File: config.mk
export PLATFORM = sky130hd
export DESIGN_NAME = annexb_nal_unit_splitter_top
export DESIGN_NICKNAME = d
export VERILOG_FILES = /design/src/sv/nalsp_pkg.sv /design/src/sv/annexb_nal_unit_splitter_top.sv
export SDC_FILE = /design/constraint.sdc
export NUM_CORES = 1
export LEC_CHECK = 0
export ABC_AREA = 0
export BUFFER_PORTS_ARGS = -buffer_cell sky130_fd_sc_hd__buf_2
export CAP_MARGIN = 5
export CELL_PAD_IN_SITES_DETAIL_PLACEMENT = 0
export CELL_PAD_IN_SITES_GLOBAL_PLACEMENT = 1
export CORE_ASPECT_RATIO = 0.7
export CORE_UTILIZATION = 40
export DETAILED_ROUTE_END_ITERATION = 6
export GPL_ROUTABILITY_DRIVEN = 0
export PLACE_DENSITY_LB_ADDON = 0.3
export REMOVE_ABC_BUFFERS = 1
export SLEW_MARGIN = 10
export SYNTH_ARGS = -nofsm -noshare
export SYNTH_HDL_FRONTEND = slang
export SYNTH_SLANG_ARGS = --single-unit
File: constraint.sdc
create_clock -name clk -period 8.33 [get_ports clk]
set_input_delay 1.666 -clock clk [delete_from_list [all_inputs] [get_ports clk]]
set_output_delay 1.666 -clock clk [all_outputs]
set_load 0.05 [all_outputs]
File: src/sv/nalsp_pkg.sv
// ============================================================================
// nalsp_pkg: shared types and constants for the annex b nal unit splitter
// holds the transaction structs, scan mode encoding, codes and defaults
// ============================================================================
package nalsp_pkg;

  // default widths for the internal counters
  localparam int LENGTH_BITS_DEF = 24;
  localparam int OFFSET_BITS_DEF = 32;

  // field widths
  localparam int LEN_FIELD_BITS = 24;
  localparam int IDX_FIELD_BITS = 32;
  localparam int OFF_FIELD_BITS = 32;

  // configuration port
  localparam int CFG_ADDR_BITS = 3;
  localparam int CFG_DATA_BITS = 32;
  localparam int CFG_WORD_LSB  = 2;
  localparam logic [CFG_ADDR_BITS-1-CFG_WORD_LSB:0] REG_MAX_NAL_BYTES = 1'b0;
  localparam logic [LEN_FIELD_BITS-1:0] MAX_NAL_BYTES_RST = 24'd131072;

  // input action codes
  localparam logic ACT_BYTE = 1'b0;
  localparam logic ACT_EOS  = 1'b1;

  // result status codes
  localparam logic ST_UNIT      = 1'b0;
  localparam logic ST_NO_PREFIX = 1'b1;

  // start code bytes and lengths
  localparam logic [7:0]  SC_ONE       = 8'h01;
  localparam logic [23:0] SC_THREE     = 24'h000001;
  localparam logic [23:0] RECENT_RST   = 24'hffffff;
  localparam logic [2:0]  PFX_LEN3     = 3'd3;
  localparam logic [2:0]  PFX_LEN4     = 3'd4;
  localparam logic [2:0]  PFX_NONE     = 3'd0;

  // nal header byte fields
  localparam logic [7:0] HDR_FORBIDDEN_MASK = 8'h80;
  localparam logic [7:0] HDR_REF_IDC_MASK   = 8'h60;
  localparam logic [7:0] HDR_TYPE_MASK      = 8'h1f;

  typedef enum logic [1:0] {
    MODE_SEARCH = 2'b01,
    MODE_UNIT   = 2'b10
  } scan_mode_t;

  typedef struct packed {
    logic       action;
    logic [7:0] data_byte;
  } in_item_t;

  typedef struct packed {
    logic                      status;
    logic [IDX_FIELD_BITS-1:0] unit_index;
    logic [OFF_FIELD_BITS-1:0] unit_offset;
    logic [2:0]                prefix_length;
    logic                      forbidden_zero;
    logic [1:0]                reference_idc;
    logic [4:0]                unit_type;
    logic [LEN_FIELD_BITS-1:0] payload_length;
    logic                      length_overflow;
  } out_item_t;

endpackage

File: src/sv/annexb_nal_unit_splitter_top.sv
// ============================================================================
// annexb_nal_unit_splitter_top: annex b start code scanner and nal splitter
// takes a byte stream, finds 3 and 4 byte start codes, emits one record per
// nal unit (or a no-prefix error record) with header fields and length
// ============================================================================
//
//  channel | direction | handshake              | payload
//  --------+-----------+------------------------+--------------------------
//  in      | input     | in_valid / in_stall    | in_data  (in_item_t)
//  out     | output    | out_valid / out_stall  | out_data (out_item_t)
//  cfg     | input     | psel/penable/pwrite    | paddr, pwdata, prdata
//
//  one input transaction per cycle while in_stall is low; the window compare,
//  saturating length counter and record build all sit combinationally between
//  the scan state registers and the output register (or the skid register
//  while the output is stalled); a two-entry output path (output register
//  plus skid register) keeps accepting bytes while a record waits; in_stall
//  rises only when both hold a record
//  rst_n is synchronous and active low; max_nal_bytes returns to 131072
//  an end-of-stream transaction returns all scan state to reset values
//
module annexb_nal_unit_splitter_top #(
  parameter int LENGTH_BITS = nalsp_pkg::LENGTH_BITS_DEF,
  parameter int OFFSET_BITS = nalsp_pkg::OFFSET_BITS_DEF
) (
  input  logic                                  clk,
  input  logic                                  rst_n,
  // input byte channel
  input  logic                                  in_valid,
  output logic                                  in_stall,
  input  nalsp_pkg::in_item_t                   in_data,
  // result channel
  output logic                                  out_valid,
  input  logic                                  out_stall,
  output nalsp_pkg::out_item_t                  out_data,
  // configuration port
  input  logic                                  psel,
  input  logic                                  penable,
  input  logic                                  pwrite,
  input  logic [nalsp_pkg::CFG_ADDR_BITS-1:0]   paddr,
  input  logic [nalsp_pkg::CFG_DATA_BITS-1:0]   pwdata,
  output logic [nalsp_pkg::CFG_DATA_BITS-1:0]   prdata,
  output logic                                  pready
);

  localparam int LFB      = nalsp_pkg::LEN_FIELD_BITS;
  // compare width covers both the counter and the limit register
  localparam int CMP_BITS = (LENGTH_BITS > LFB) ? LENGTH_BITS : LFB;
  localparam logic [LENGTH_BITS-1:0] CNT_MAX = {LENGTH_BITS{1'b1}};

  // --------------------------------------------------------------------------
  // configuration register
  // --------------------------------------------------------------------------
  logic [LFB-1:0] max_nal_r;
  logic           cfg_wr;
  logic           cfg_hit;

  assign pready  = 1'b1;
  assign cfg_hit = (paddr[nalsp_pkg::CFG_ADDR_BITS-1:nalsp_pkg::CFG_WORD_LSB]
                    == nalsp_pkg::REG_MAX_NAL_BYTES);
  assign cfg_wr  = psel && penable && pwrite && pready && cfg_hit;

  always_ff @(posedge clk) begin
    if (!rst_n) begin
      max_nal_r <= nalsp_pkg::MAX_NAL_BYTES_RST;
    end else if (cfg_wr) begin
      max_nal_r <= pwdata[LFB-1:0];
    end
  end

  // read back, upper bits zero
  assign prdata = cfg_hit ? nalsp_pkg::CFG_DATA_BITS'(max_nal_r) : '0;

  // --------------------------------------------------------------------------
  // scan state
  // --------------------------------------------------------------------------
  nalsp_pkg::scan_mode_t   mode_r, mode_nxt;
  logic [2:0]              pbs_r, pbs_nxt;          // prefix bytes seen
  logic [23:0]             recent_r, recent_nxt;    // last three bytes
  logic [LENGTH_BITS-1:0]  cnt_r, cnt_nxt;          // payload byte count
  logic [7:0]              hdr_r, hdr_nxt;          // first payload byte
  logic [2:0]              prefix_r, prefix_nxt;    // current start code length
  logic [OFFSET_BITS-1:0]  offset_r, offset_nxt;    // stream byte offset
  logic [OFFSET_BITS-1:0]  start_r, start_nxt;      // offset of unit start code
  logic [nalsp_pkg::IDX_FIELD_BITS-1:0] rec_cnt_r, rec_cnt_nxt;

  logic                    skid_valid_r;
  logic                    in_acc;

  assign in_stall = skid_valid_r;
  assign in_acc   = in_valid && !in_stall;

  // per-byte decode
  logic [2:0]              pbs_inc;
  logic [LENGTH_BITS-1:0]  cnt_inc;
  logic [7:0]              hdr_cur;
  logic [2:0]              code_len;

  // record request
  logic                    unit_emit;
  logic                    err_emit;
  logic [LENGTH_BITS-1:0]  len_raw;
  logic                    len_sat;
  logic [7:0]              hb_src;

  always_comb begin
    mode_nxt    = mode_r;
    pbs_nxt     = pbs_r;
    recent_nxt  = recent_r;
    cnt_nxt     = cnt_r;
    hdr_nxt     = hdr_r;
    prefix_nxt  = prefix_r;
    offset_nxt  = offset_r;
    start_nxt   = start_r;
    unit_emit   = 1'b0;
    err_emit    = 1'b0;
    len_raw     = '0;
    len_sat     = 1'b0;
    hb_src      = hdr_r;

    pbs_inc  = pbs_r + 3'd1;
    cnt_inc  = (cnt_r == CNT_MAX) ? cnt_r : cnt_r + 1'b1;
    hdr_cur  = (cnt_r == '0) ? in_data.data_byte : hdr_r;
    // four byte code wins over three byte code
    if (recent_r == '0 && in_data.data_byte == nalsp_pkg::SC_ONE) begin
      code_len = nalsp_pkg::PFX_LEN4;
    end else if (recent_r[15:0] == '0 && in_data.data_byte == nalsp_pkg::SC_ONE) begin
      code_len = nalsp_pkg::PFX_LEN3;
    end else begin
      code_len = nalsp_pkg::PFX_NONE;
    end

    if (in_acc) begin
      if (in_data.action == nalsp_pkg::ACT_EOS) begin
        // flush the unit in progress, then back to reset state
        if (mode_r == nalsp_pkg::MODE_UNIT) begin
          unit_emit = 1'b1;
          len_raw   = cnt_r;
          len_sat   = (cnt_r == CNT_MAX);
        end
        mode_nxt   = nalsp_pkg::MODE_SEARCH;
        pbs_nxt    = '0;
        recent_nxt = nalsp_pkg::RECENT_RST;
        cnt_nxt    = '0;
        hdr_nxt    = '0;
        prefix_nxt = nalsp_pkg::PFX_LEN3;
        offset_nxt = '0;
        start_nxt  = '0;
      end else begin
        recent_nxt = {recent_r[15:0], in_data.data_byte};
        offset_nxt = offset_r + 1'b1;
        case (mode_r)
          nalsp_pkg::MODE_SEARCH: begin
            if (pbs_r == '0) begin
              start_nxt = offset_r;
            end
            pbs_nxt = pbs_inc;
            if (pbs_inc == 3'd3 && recent_nxt == nalsp_pkg::SC_THREE) begin
              mode_nxt   = nalsp_pkg::MODE_UNIT;
              prefix_nxt = nalsp_pkg::PFX_LEN3;
              pbs_nxt    = '0;
              cnt_nxt    = '0;
              hdr_nxt    = '0;
            end else if (pbs_inc >= 3'd4) begin
              if (code_len == nalsp_pkg::PFX_LEN4) begin
                mode_nxt   = nalsp_pkg::MODE_UNIT;
                prefix_nxt = nalsp_pkg::PFX_LEN4;
                cnt_nxt    = '0;
                hdr_nxt    = '0;
              end else begin
                err_emit = 1'b1;
              end
              pbs_nxt = '0;
            end
          end
          nalsp_pkg::MODE_UNIT: begin
            if (code_len != nalsp_pkg::PFX_NONE) begin
              // the new start code closes this unit and opens the next
              unit_emit = 1'b1;
              len_sat   = (cnt_inc == CNT_MAX);
              if (len_sat) begin
                len_raw = CNT_MAX;
              end else if (cnt_inc >= LENGTH_BITS'(code_len)) begin
                len_raw = cnt_inc - LENGTH_BITS'(code_len);
              end else begin
                len_raw = '0;
              end
              hb_src     = hdr_cur;
              start_nxt  = offset_r - OFFSET_BITS'(code_len - 3'd1);
              prefix_nxt = code_len;
              cnt_nxt    = '0;
              hdr_nxt    = '0;
            end else begin
              cnt_nxt = cnt_inc;
              hdr_nxt = hdr_cur;
            end
          end
          default: begin
            mode_nxt = nalsp_pkg::MODE_SEARCH;
          end
        endcase
      end
    end
  end

  // --------------------------------------------------------------------------
  // record build
  // --------------------------------------------------------------------------
  logic [CMP_BITS-1:0]  len_ext;
  logic [CMP_BITS-1:0]  max_ext;
  logic                 len_over;
  logic [7:0]           hb;
  logic [63:0]          start_ext;
  nalsp_pkg::out_item_t rec;
  logic                 rec_valid;

  assign len_ext   = CMP_BITS'(len_raw);
  assign max_ext   = CMP_BITS'(max_nal_r);
  assign len_over  = (len_ext > max_ext);
  assign hb        = (len_raw == '0) ? 8'h00 : hb_src;
  assign start_ext = 64'(start_r);
  assign rec_valid = unit_emit || err_emit;

  always_comb begin
    rec             = '0;
    rec.unit_index  = rec_cnt_r;
    rec.unit_offset = start_ext[nalsp_pkg::OFF_FIELD_BITS-1:0];
    if (err_emit) begin
      rec.status = nalsp_pkg::ST_NO_PREFIX;
    end else begin
      rec.status          = nalsp_pkg::ST_UNIT;
      rec.prefix_length   = prefix_r;
      rec.forbidden_zero  = |(hb & nalsp_pkg::HDR_FORBIDDEN_MASK);
      rec.reference_idc   = hb[6:5] & nalsp_pkg::HDR_REF_IDC_MASK[6:5];
      rec.unit_type       = hb[4:0] & nalsp_pkg::HDR_TYPE_MASK[4:0];
      // saturated length is below the 24 bit limit, truncation is exact
      rec.payload_length  = len_over ? max_nal_r : len_ext[LFB-1:0];
      rec.length_overflow = len_sat || len_over;
    end
  end

  // index counts every record; end of stream restarts it
  always_comb begin
    rec_cnt_nxt = rec_cnt_r;
    if (in_acc && in_data.action == nalsp_pkg::ACT_EOS) begin
      rec_cnt_nxt = '0;
    end else if (rec_valid) begin
      rec_cnt_nxt = rec_cnt_r + 1'b1;
    end
  end

  always_ff @(posedge clk) begin
    if (!rst_n) begin
      mode_r    <= nalsp_pkg::MODE_SEARCH;
      pbs_r     <= '0;
      recent_r  <= nalsp_pkg::RECENT_RST;
      cnt_r     <= '0;
      hdr_r     <= '0;
      prefix_r  <= nalsp_pkg::PFX_LEN3;
      offset_r  <= '0;
      start_r   <= '0;
      rec_cnt_r <= '0;
    end else begin
      mode_r    <= mode_nxt;
      pbs_r     <= pbs_nxt;
      recent_r  <= recent_nxt;
      cnt_r     <= cnt_nxt;
      hdr_r     <= hdr_nxt;
      prefix_r  <= prefix_nxt;
      offset_r  <= offset_nxt;
      start_r   <= start_nxt;
      rec_cnt_r <= rec_cnt_nxt;
    end
  end

  // --------------------------------------------------------------------------
  // output register with skid stage
  // --------------------------------------------------------------------------
  logic                 out_valid_r;
  nalsp_pkg::out_item_t out_data_r;
  nalsp_pkg::out_item_t skid_data_r;
  logic                 out_free;

  assign out_free  = !out_valid_r || !out_stall;
  assign out_valid = out_valid_r;
  assign out_data  = out_data_r;

  always_ff @(posedge clk) begin
    if (!rst_n) begin
      out_valid_r  <= 1'b0;
      skid_valid_r <= 1'b0;
    end else if (out_free) begin
      if (skid_valid_r) begin
        // no transaction accepted while the skid holds a record
        out_valid_r  <= 1'b1;
        skid_valid_r <= 1'b0;
      end else begin
        out_valid_r <= rec_valid;
      end
    end else if (rec_valid) begin
      skid_valid_r <= 1'b1;
    end
  end

  always_ff @(posedge clk) begin
    if (out_free) begin
      out_data_r <= skid_valid_r ? skid_data_r : rec;
    end
    if (!out_free && rec_valid) begin
      skid_data_r <= rec;
    end
  end

`ifndef SYNTHESIS
  // the skid only fills behind a held output record
  a_skid_behind_out: assert property (@(posedge clk) disable iff (!rst_n)
    skid_valid_r |-> out_valid_r)
    else $error("skid holds a record while output register is empty");

  // unit records carry a three or four byte prefix length
  a_unit_prefix: assert property (@(posedge clk) disable iff (!rst_n)
    (out_valid_r && out_data_r.status == nalsp_pkg::ST_UNIT) |->
      (out_data_r.prefix_length == nalsp_pkg::PFX_LEN3 ||
       out_data_r.prefix_length == nalsp_pkg::PFX_LEN4))
    else $error("unit record with bad prefix length");

  // the prefix search never runs past four bytes
  a_search_bound: assert property (@(posedge clk) disable iff (!rst_n)
    pbs_r < 3'd4)
    else $error("prefix byte count out of range");

  // end of stream restarts offset and record index
  a_eos_restart: assert property (@(posedge clk) disable iff (!rst_n)
    (in_acc && in_data.action == nalsp_pkg::ACT_EOS) |=>
      (offset_r == '0 && rec_cnt_r == '0 && mode_r == nalsp_pkg::MODE_SEARCH))
    else $error("state not restarted after end of stream");
`endif

endmodule
=== Word-level counts from Yosys, hierarchy flattened ===
Cells that the tools add are included.

* Register bits: 388
* Bits of input ports: 51
* Output and inout bits: 136
* Word-level logic and storage cells: 157

* $add $sub $neg: 7
* Magnitude comparators: 3
* Eq/ne operators: 13
* Mux-type cells: 71
* Bitwise logic cells: 2
* Reduce and logical (&&, ||, !) cells: 31

{| class="wikitable"
|+ Operators by type and width
! operator !! number
|-
| two-way mux 24 bit || 16
|-
| two-way mux 32 bit || 4
|-
| two-way mux 101 bit || 1
|-
| two-way mux 8 bit || 11
|-
| logical NOT 24 bit || 3
|-
| adder 32 x 1 -> 32 bit (second input constant) || 2
|-
| one-hot mux 32 bit (2 select lines) || 1
|-
| == test 24 bit (second input constant) || 2
|-
| one-hot mux 24 bit (2 select lines) || 1
|-
| two-way mux 36 bit || 1
|-
| subtractor 32 bit || 1
|-
| two-way mux 3 bit || 10
|-
| adder 24 x 1 -> 24 bit (second input constant) || 1
|-
| == test 24 x 1 -> 1 bit (second input constant) || 1
|-
| greater-or-equal comparator 24 x 3 -> 1 bit || 1
|-
| greater-than comparator 24 bit || 1
|-
| subtractor 24 x 3 -> 24 bit || 1
|-
| two-way mux 1 bit || 18
|-
| logical NOT 16 bit || 1
|-
| one-hot mux 8 bit (2 select lines) || 1
|-
| AND reduction 4 bit || 3
|-
| two-way mux 2 bit || 5
|-
| logical AND 1 bit || 9
|-
| == test 8 x 1 -> 1 bit (second input constant) || 1
|-
| other kinds (22) || 31
|}

=== Longest topological paths before layout ===
Gate-level depths: netlist of run 1.

* Word-level depth: 15
* Depth in mapped cells: 36
* Depth with buffers taken out: 28

=== Least setup slack after synthesis of run 1 ===
No wires, ideal clock.

* Path type: input-to-reg
* Start point: input port out_stall
* End point: register skid_data_r[0] (netlist name), enable pin
* Setup time: 560 ps
* Data arrival time: 8379 ps
* Data required time: 7770 ps
* Path slack: -609 ps
* Cell stages on the path: 2
* Buffers on the path: 0
* Cells stage by stage: nand2_1 nor2_1

* Cells in the longest elaborated chain, start to end: 4

{| class="wikitable"
|+ Ends and longest elaborated chain
! item !! line !! source
|-
| start, declared || annexb_nal_unit_splitter_top.sv:34 || <nowiki>input logic out_stall,</nowiki>
|-
| logical NOT 1 bit || annexb_nal_unit_splitter_top.sv:284 || <nowiki>assign out_free = !out_valid_r || !out_stall;</nowiki>
|-
| logical OR 1 bit || annexb_nal_unit_splitter_top.sv:284 ||
|-
| logical NOT 1 bit || annexb_nal_unit_splitter_top.sv:309 || <nowiki>if (!out_free && rec_valid) begin</nowiki>
|-
| logical AND 1 bit || annexb_nal_unit_splitter_top.sv:309 ||
|-
| end signal, assigned || annexb_nal_unit_splitter_top.sv:310 || <nowiki>skid_data_r <= rec;</nowiki>
|-
| end, declared || annexb_nal_unit_splitter_top.sv:281 || <nowiki>nalsp_pkg::out_item_t skid_data_r;</nowiki>
|}

Every way passes these cells.
A chain may end at the register's enable or synchronous reset.

=== Final worst setup path of run 1 ===
* Start point: input port in_data[2] (netlist name)
* End point: register out_data_r, in the netlist out_data[10] (data pin)

* Cells in the longest elaborated chain, start to end: 15
* Elaborated cells between the ends (all ways): 27
* Classes of those cells: 1 x add/sub; 2 x order compare; 3 x eq/ne; 17 x mux; 4 x reduce/logical

{| class="wikitable"
|+ Ends and longest elaborated chain
! item !! line !! source
|-
| start, declared || annexb_nal_unit_splitter_top.sv:31 || <nowiki>input nalsp_pkg::in_item_t in_data,</nowiki>
|-
| == test 8 x 1 -> 1 bit || annexb_nal_unit_splitter_top.sv:125, annexb_nal_unit_splitter_top.sv:127 ||
|-
| logical AND 1 bit || annexb_nal_unit_splitter_top.sv:127 || <nowiki>end else if (recent_r[15:0] == '0 && in_data.data_byte == nalsp_pkg::SC_ONE) begin</nowiki>
|-
| two-way mux 2 bit || annexb_nal_unit_splitter_top.sv:127 ||
|-
| two-way mux 3 bit || annexb_nal_unit_splitter_top.sv:125 || <nowiki>if (recent_r == '0 && in_data.data_byte == nalsp_pkg::SC_ONE) begin</nowiki>
|-
| subtractor 24 x 3 -> 24 bit or greater-or-equal comparator 24 x 3 -> 1 bit (tied branches) || annexb_nal_unit_splitter_top.sv:184, annexb_nal_unit_splitter_top.sv:183 ||
|-
| two-way mux 24 bit || annexb_nal_unit_splitter_top.sv:183 || <nowiki>end else if (cnt_inc >= LENGTH_BITS'(code_len)) begin</nowiki>
|-
| two-way mux 24 bit || annexb_nal_unit_splitter_top.sv:181 || <nowiki>if (len_sat) begin</nowiki>
|-
| two-way mux 24 bit || annexb_nal_unit_splitter_top.sv:177 || <nowiki>if (code_len != nalsp_pkg::PFX_NONE) begin</nowiki>
|-
| two-way mux 24 bit || annexb_nal_unit_splitter_top.sv:152 || <nowiki>case (mode_r)</nowiki>
|-
| two-way mux 24 bit || annexb_nal_unit_splitter_top.sv:134 || <nowiki>if (in_data.action == nalsp_pkg::ACT_EOS) begin</nowiki>
|-
| two-way mux 24 bit || annexb_nal_unit_splitter_top.sv:133 || <nowiki>if (in_acc) begin</nowiki>
|-
| greater-than comparator 24 bit || annexb_nal_unit_splitter_top.sv:219 || <nowiki>assign len_over = (len_ext > max_ext);</nowiki>
|-
| two-way mux 24 bit || annexb_nal_unit_splitter_top.sv:237 || <nowiki>rec.payload_length = len_over ? max_nal_r : len_ext[LFB-1:0];</nowiki>
|-
| two-way mux 36 bit (*) || annexb_nal_unit_splitter_top.sv:228 || <nowiki>if (err_emit) begin</nowiki>
|-
| two-way mux 101 bit (*) || annexb_nal_unit_splitter_top.sv:307 || <nowiki>out_data_r <= skid_valid_r ? skid_data_r : rec;</nowiki>
|-
| end signal, assigned || annexb_nal_unit_splitter_top.sv:307 ||
|-
| end, declared || annexb_nal_unit_splitter_top.sv:280 || <nowiki>nalsp_pkg::out_item_t out_data_r;</nowiki>
|}

Mark *: on every way between the ends. The rest lies on a longest branch, timed or not.

==> impl_metrics.csv, run 1 <==
group,metric,value,unit
status,status,"complete, but fails checks",
status,violations,"DRC",
routing,vias,16440,
sta,fin_tns_setup,0,ps
die,start_util,0.4102,
setup_path,critical_path.startpoint_type,"input pin",
clock_tree,clk_latency,560,ps
hold_path,hold_class,"flip-flop to flip-flop",
setup_path,slowest_stage,"or4b_2",
die,die_x,272.5,microns
global_routing,grt_pass1_wl,85860,microns
die,fp.dieArea,52150,sq um
routing,first_pass_iters,7,
sta,max_freq,0.1375,GHz
setup_path,critPathKind,"input pin to flip-flop",
layout,nFillCells,4728,
power_and_ir_drop,leakagePower,9.121,nW
setup_path,worst_path_most_repeated_cell,"a21oi_1",
power_and_ir_drop,intPower,3.146,mW
layout,ff_latch_area,9713,sq um
setup_path,cp_max_fo,9,
flow_run,drv_cap,0,
power_and_ir_drop,seqPwrFrac,0.492,
power_and_ir_drop,pwr-share-comb,0.037,
layout,area_growth,14.06,%
routing,wl_per_cell,18.39,microns
sta,worst-slew-pin-transition,1175,ps
sta,hold_viol,0,
synth,synthArstFlopShare,0,
sta,hold_ws,453.4,ps
clock_tree,hold_buffers,0,
sta,fin_crit_sh,0.8732,
layout,drive_gt1_frac,0.1729,
synth,syn_inst,2149,
synth,synth_seq_cells,385,
synth,synth_most_common_cell,"nand2_1",
sta,layout_min_cycle_time,7274,ps
synth,synthFlopType,"edfxtp_1",
layout,nNetsFinal,2386,
sta,rsz0062_at_grt,"false",
setup_path,critPathRequiredTime,8760,ps
synth,yosysUniqueCellTypes,97,
global_routing,antenna_found_initial,0,
setup_path,rrSetupSlack,1110,ps
placed_design,dp_hpwl,37730,microns
layout,multi_input_area,10010,sq um
synth,netlist.area_leader.share,0.2931,
power_and_ir_drop,p_sw,0.9139,mW
routing,drtAntennaViolNets,0,
sta,skew,19.26,ps
synth,synth_edf_count,200,
global_routing,track_usage,0.2066,
global_routing,overflow,0,
synth,netlist_top_cells_area,"edfxtp_1, dfxtp_1, nand2_1",
power_and_ir_drop,peakVddDrop,0.1091,mV
layout,antenna_cells,0,
global_routing,grt_pass1_vias,15180,
sta,relSlewSlack,0.2124,
routing,routed_via_density,5.542,
routing,drc,3,
die,die_y,191.4,microns
die,core,49940,sq um
synth,yosysSeqAreaShare,0.4739,
setup_path,cp_data_arrival_time,7700,ps
clock_tree,clock_sinks,385,
synth,netlist_area,20490,sq um
synth,yosys-top-cells-count,"nand2_1, edfxtp_1, dfxtp_1",
clock_tree,cts-root-buf,"clkbuf_16",
synth,yosysTopAreaCell,"edfxtp_1",
global_routing,grt_max_degree,79,
clock_tree,htreeDepth,2,
die,io_pins,187,
clock_tree,path_clk_slew,60,ps
placed_design,io_buffers,167,
clock_tree,cts_resized,0,
setup_path,cp-end-kind,"flip-flop",
sta,slew_violations,0,
clock_tree,cts_made_buffers,41,
clock_tree,cts_tree,"yes",
routing,routed_wl,54550,microns
routing,drt_iter0_markers,1536,
die,rows,68,
clock_tree,clock_path_buffers,3,
setup_path,crit_path_max_incr_delay,600,ps
layout,final_area,23370,sq um
synth,avgSynthCellArea,9.534,sq um
sta,setup_viol,0,
power_and_ir_drop,powerDensity,173.7,nW/um^2
power_and_ir_drop,pwr-share-clk,0.471,
clock_tree,post_cts_buffers,0,
power_and_ir_drop,swShare,0.2251,
synth,ys.warnings.count,0,
placed_design,placed_cell_area,21970,sq um
[through the flow]
stage | worst slack (ps) | util | instances | power [mW]
2_1_floorplan | -1852 | - | 2011 | 2.126
4_1_cts | 1157 | 0.4679 | 2967 | 4.107
3_3_place_gp | 647.6 | 0.4398 | 2891 | 2.186
6_report | 1056 | 0.4679 | 2967 | 4.060
5_1_grt | 545.1 | 0.4679 | 2967 | 4.201
3_5_place_dp | 596.6 | 0.4398 | 2891 | 2.189
[flip-flops by register name, indices dropped and copies added, names as in the netlist, 2 cells and up]
register / flops
cnt_r: 24
hdr_r: 8
pbs_r: 3
prefix_r: 2
offset_r: 32
max_ext: 24
skid_data_r: 100
mode_r: 2
start_r: 32
recent_r: 24
rec_cnt_r: 32
out_data: 100
[final cells by class]
class,instances,share of cell area
sequential,385,0.4156
inverter,57,0.009155
clock buffer,48,0.04727
timing repair buffer,215,0.05118
tap,665,0.03560
clock inverter,28,0.01274
multi-input combinational,1569,0.4284
[layer usage]
layer  up-vias  share of wire  wire [microns]  global-route usage
li1       7972              -               -                   -
met1      7802           0.50           27550              0.3161
met2       588           0.40           21590              0.2889
met3        80          0.080            4349             0.04660
met4         0          0.019            1063             0.04948
met5         -              0               0                   0
[cells by family (layout without fill, tap and decap cells)]
family	Yosys count	after routing	share of synthesized area
and+or+nand+nor	844	844	0.2022
AOI/OAI and AO/OA	445	445	0.1439
DFF	385	385	0.4739
buffers and inverters	202	348	0.04104
xor gates and xnor gates	107	107	0.04611
muxes	98	98	0.05179
adders and majority gates	66	66	0.04067
other	2	9	0.0003665
[layout by cell type (no fill, tap or decap), types with 42 or more instances in the layout]
| cell type | synthesis | routed |
|---|---|---|
| mux2_2 | 64 | 64 |
| edfxtp_1 | 200 | 200 |
| buf_2 | 12 | 167 |
| inv_1 | 56 | 56 |
| nand2_1 | 276 | 274 |
| nand3_1 | 80 | 79 |
| nor2b_1 | 63 | 62 |
| buf_4 | 16 | 48 |
| dfxtp_1 | 185 | 184 |
| ha_1 | 65 | 65 |
| nor3_1 | 50 | 50 |
| a21oi_1 | 124 | 124 |
| o21ai_0 | 93 | 93 |
| xor2_1 | 56 | 56 |
| xnor2_1 | 50 | 50 |
| clkbuf_16 | 0 | 42 |
| nor2_1 | 182 | 180 |
[critical path, delay by kind of cell]
kind / cells / cell delay, ps
and+or+nand+nor: 12 / 3020
AOI/OAI and AO/OA: 11 / 1590
adders and majority gates: 3 / 920
buffers and inverters: 4 / 490
[power by group through the flow]
stage | Clock, mW | Combinational (mW) | Sequential (mW)
2_1_floorplan | 0 | 0.0812 | 2.04
3_3_place_gp | 0 | 0.147 | 2.04
3_5_place_dp | 0 | 0.149 | 2.04
4_1_cts | 1.96 | 0.150 | 2.00
5_1_grt | 2.04 | 0.163 | 2.00
6_report | 1.91 | 0.149 | 2.00
[worst paths after layout]
path               startpoint              end  cells past startpoint
hold / removal    start_r[18]  skid_data_r[54]                      0
hold reg to reg   start_r[18]  skid_data_r[54]                      0
setup reg to reg     cnt_r[6]     out_data[10]                     28
setup / recovery   in_data[2]     out_data[10]                     30
Power figures use the tool's default switching activity.
==> inputs of run 2 (changes only) <==
--- a/config.mk
+++ b/config.mk
@@ -11,11 +11,12 @@
 export CELL_PAD_IN_SITES_DETAIL_PLACEMENT = 0
 export CELL_PAD_IN_SITES_GLOBAL_PLACEMENT = 1
 export CORE_ASPECT_RATIO = 0.7
-export CORE_UTILIZATION = 40
+export CORE_UTILIZATION = 42
 export DETAILED_ROUTE_END_ITERATION = 6
 export GPL_ROUTABILITY_DRIVEN = 0
 export PLACE_DENSITY_LB_ADDON = 0.3
 export REMOVE_ABC_BUFFERS = 1
+export SETUP_SLACK_MARGIN = 0.3
 export SLEW_MARGIN = 10
 export SYNTH_ARGS = -nofsm -noshare
 export SYNTH_HDL_FRONTEND = slang
==> run 2 against run 1 <==
Effect of this change: the flow now finishes without violations; cell area shrank 0.18%; wire length is essentially flat; worst setup slack gained 58 ps; maximum frequency grew 0.80%; sequential power is essentially flat; critical path type unchanged; largest cell class unchanged; largest power group unchanged.
==> impl_metrics.csv, run 2 (synthesized netlist as in run 1, its figures left out) <==
group,metric,value,unit
status,status,"finished clean",
layout,antenna_cells,0,
die,start_util,0.4265,
global_routing,grt_pass1_vias,15410,
flow_run,drv_cap,0,
global_routing,grt_max_degree,78,
routing,vias,16530,
die,die_y,186.8,microns
setup_path,cp_data_arrival_time,7510,ps
routing,drt_iter0_markers,1614,
clock_tree,clk_latency,570,ps
sta,rsz0062_at_grt,"false",
die,fp.dieArea,49680,sq um
layout,drive_gt1_frac,0.1710,
setup_path,cp-end-kind,"flip-flop",
layout,final_area,23330,sq um
sta,hold_viol,0,
die,io_pins,187,
layout,final_cell_mix,"nand2_1, edfxtp_1, dfxtp_1, nor2_1, buf_2",
die,core,48030,sq um
placed_design,placed_cell_area,21980,sq um
setup_path,crit_path_max_incr_delay,520,ps
clock_tree,hold_buffers,0,
sta,hold_ws,454.3,ps
setup_path,cp_max_fo,10,
setup_path,slowest_stage,"nor4b_1",
setup_path,critPathRequiredTime,8630,ps
hold_path,hold_class,"flip-flop to flip-flop",
setup_path,critical_path.startpoint_type,"input pin",
setup_path,critPathKind,"input pin to flip-flop",
global_routing,grt_pass1_wl,86240,microns
sta,worst-slew-pin-transition,1208,ps
clock_tree,clock_sinks,385,
placed_design,io_buffers,167,
routing,drtAntennaViolNets,0,
setup_path,cp_top_family,"simple AND/OR/NAND/NOR gates",
layout,nNetsFinal,2384,
sta,skew,29.88,ps
clock_tree,cts_made_buffers,40,
routing,routed_wl,54550,microns
sta,layout_min_cycle_time,7217,ps
routing,routed_via_density,5.599,
clock_tree,cts_tree,"yes",
sta,fin_crit_sh,0.8663,
clock_tree,cts-root-buf,"clkbuf_16",
sta,fin_tns_setup,0,ps
power_and_ir_drop,powerDensity,170.7,nW/um^2
die,rows,67,
clock_tree,cts_resized,0,
power_and_ir_drop,power,3.982,mW
clock_tree,post_cts_buffers,0,
die,die_x,266.0,microns
power_and_ir_drop,leakagePower,9.090,nW
setup_path,worst-path-buf-inv,3,
layout,final_common_cell,"nand2_1",
clock_tree,htreeDepth,2,
sta,setup_viol,0,
routing,drc,0,
sta,max_freq,0.1386,GHz
routing,first_pass_iters,5,
sta,relSlewSlack,0.1903,
layout,area_growth,13.86,%
global_routing,antenna_found_initial,2,
sta,slew_violations,0,
placed_design,dp_hpwl,37690,microns
global_routing,overflow,0,
global_routing,track_usage,0.2163,
routing,wl_per_cell,18.47,microns
clock_tree,clock_path_buffers,3,
power_and_ir_drop,peakVddDrop,0.1181,mV
clock_tree,path_clk_slew,60,ps
## run 2: changes by cell type in the layout (fill, tap and decap cells not counted), sizes merged
cell,before,now
clkbuf,48,53
bufinv,5,2
inv,63,60
clkinv,16,14
buf,215,214
## run 2: layer usage
| layer | up-vias | wire length (microns) | global-route usage |
|---|---|---|---|
| li1 | 7957 | - | - |
| met1 | 8010 | 27210 | 0.3387 |
| met2 | 500 | 22670 | 0.3106 |
| met3 | 66 | 3789 | 0.03339 |
| met4 | 0 | 880 | 0.04443 |
| met5 | - | 0 | 0 |
## run 2: report_power, final
group,internal [mW],switching [mW]
registers,1.99,0.0104
logic,0.0420,0.108
clock network,1.04,0.792
total,3.07,0.911
## run 2: final cells by class
cell class / count / area (sq um)
Clock inverter: 20 / 207.7
Clock buffer: 53 / 1141
Fill cell: 4499 / 24710
Timing Repair Buffer: 214 / 1226
Sequential cell: 385 / 9713
Multi-Input combinational cell: 1569 / 10010
Tap cell: 655 / 819.5
Inverter: 57 / 214.0
## run 2: final timing paths
check                     to  slack (ps)         from  cells after the start
max              out_data[5]        1110   in_data[2]                     27
min          skid_data_r[49]         450  start_r[13]                      0
max reg2reg     out_data[10]        1230     cnt_r[6]                     27
min reg2reg  skid_data_r[49]         450  start_r[13]                      0
## run 2: through the flow
stage / setup WS (ps) / instances / utilization
finish: 1113 / 2953 / 0.4857
global route: 687.5 / 2953 / 0.4857
CTS: 1211 / 2953 / 0.4857
detailed placement: 624.0 / 2880 / 0.4576
global placement: 613.5 / 2880 / 0.4576
floorplan: -1852 / 2011 / -
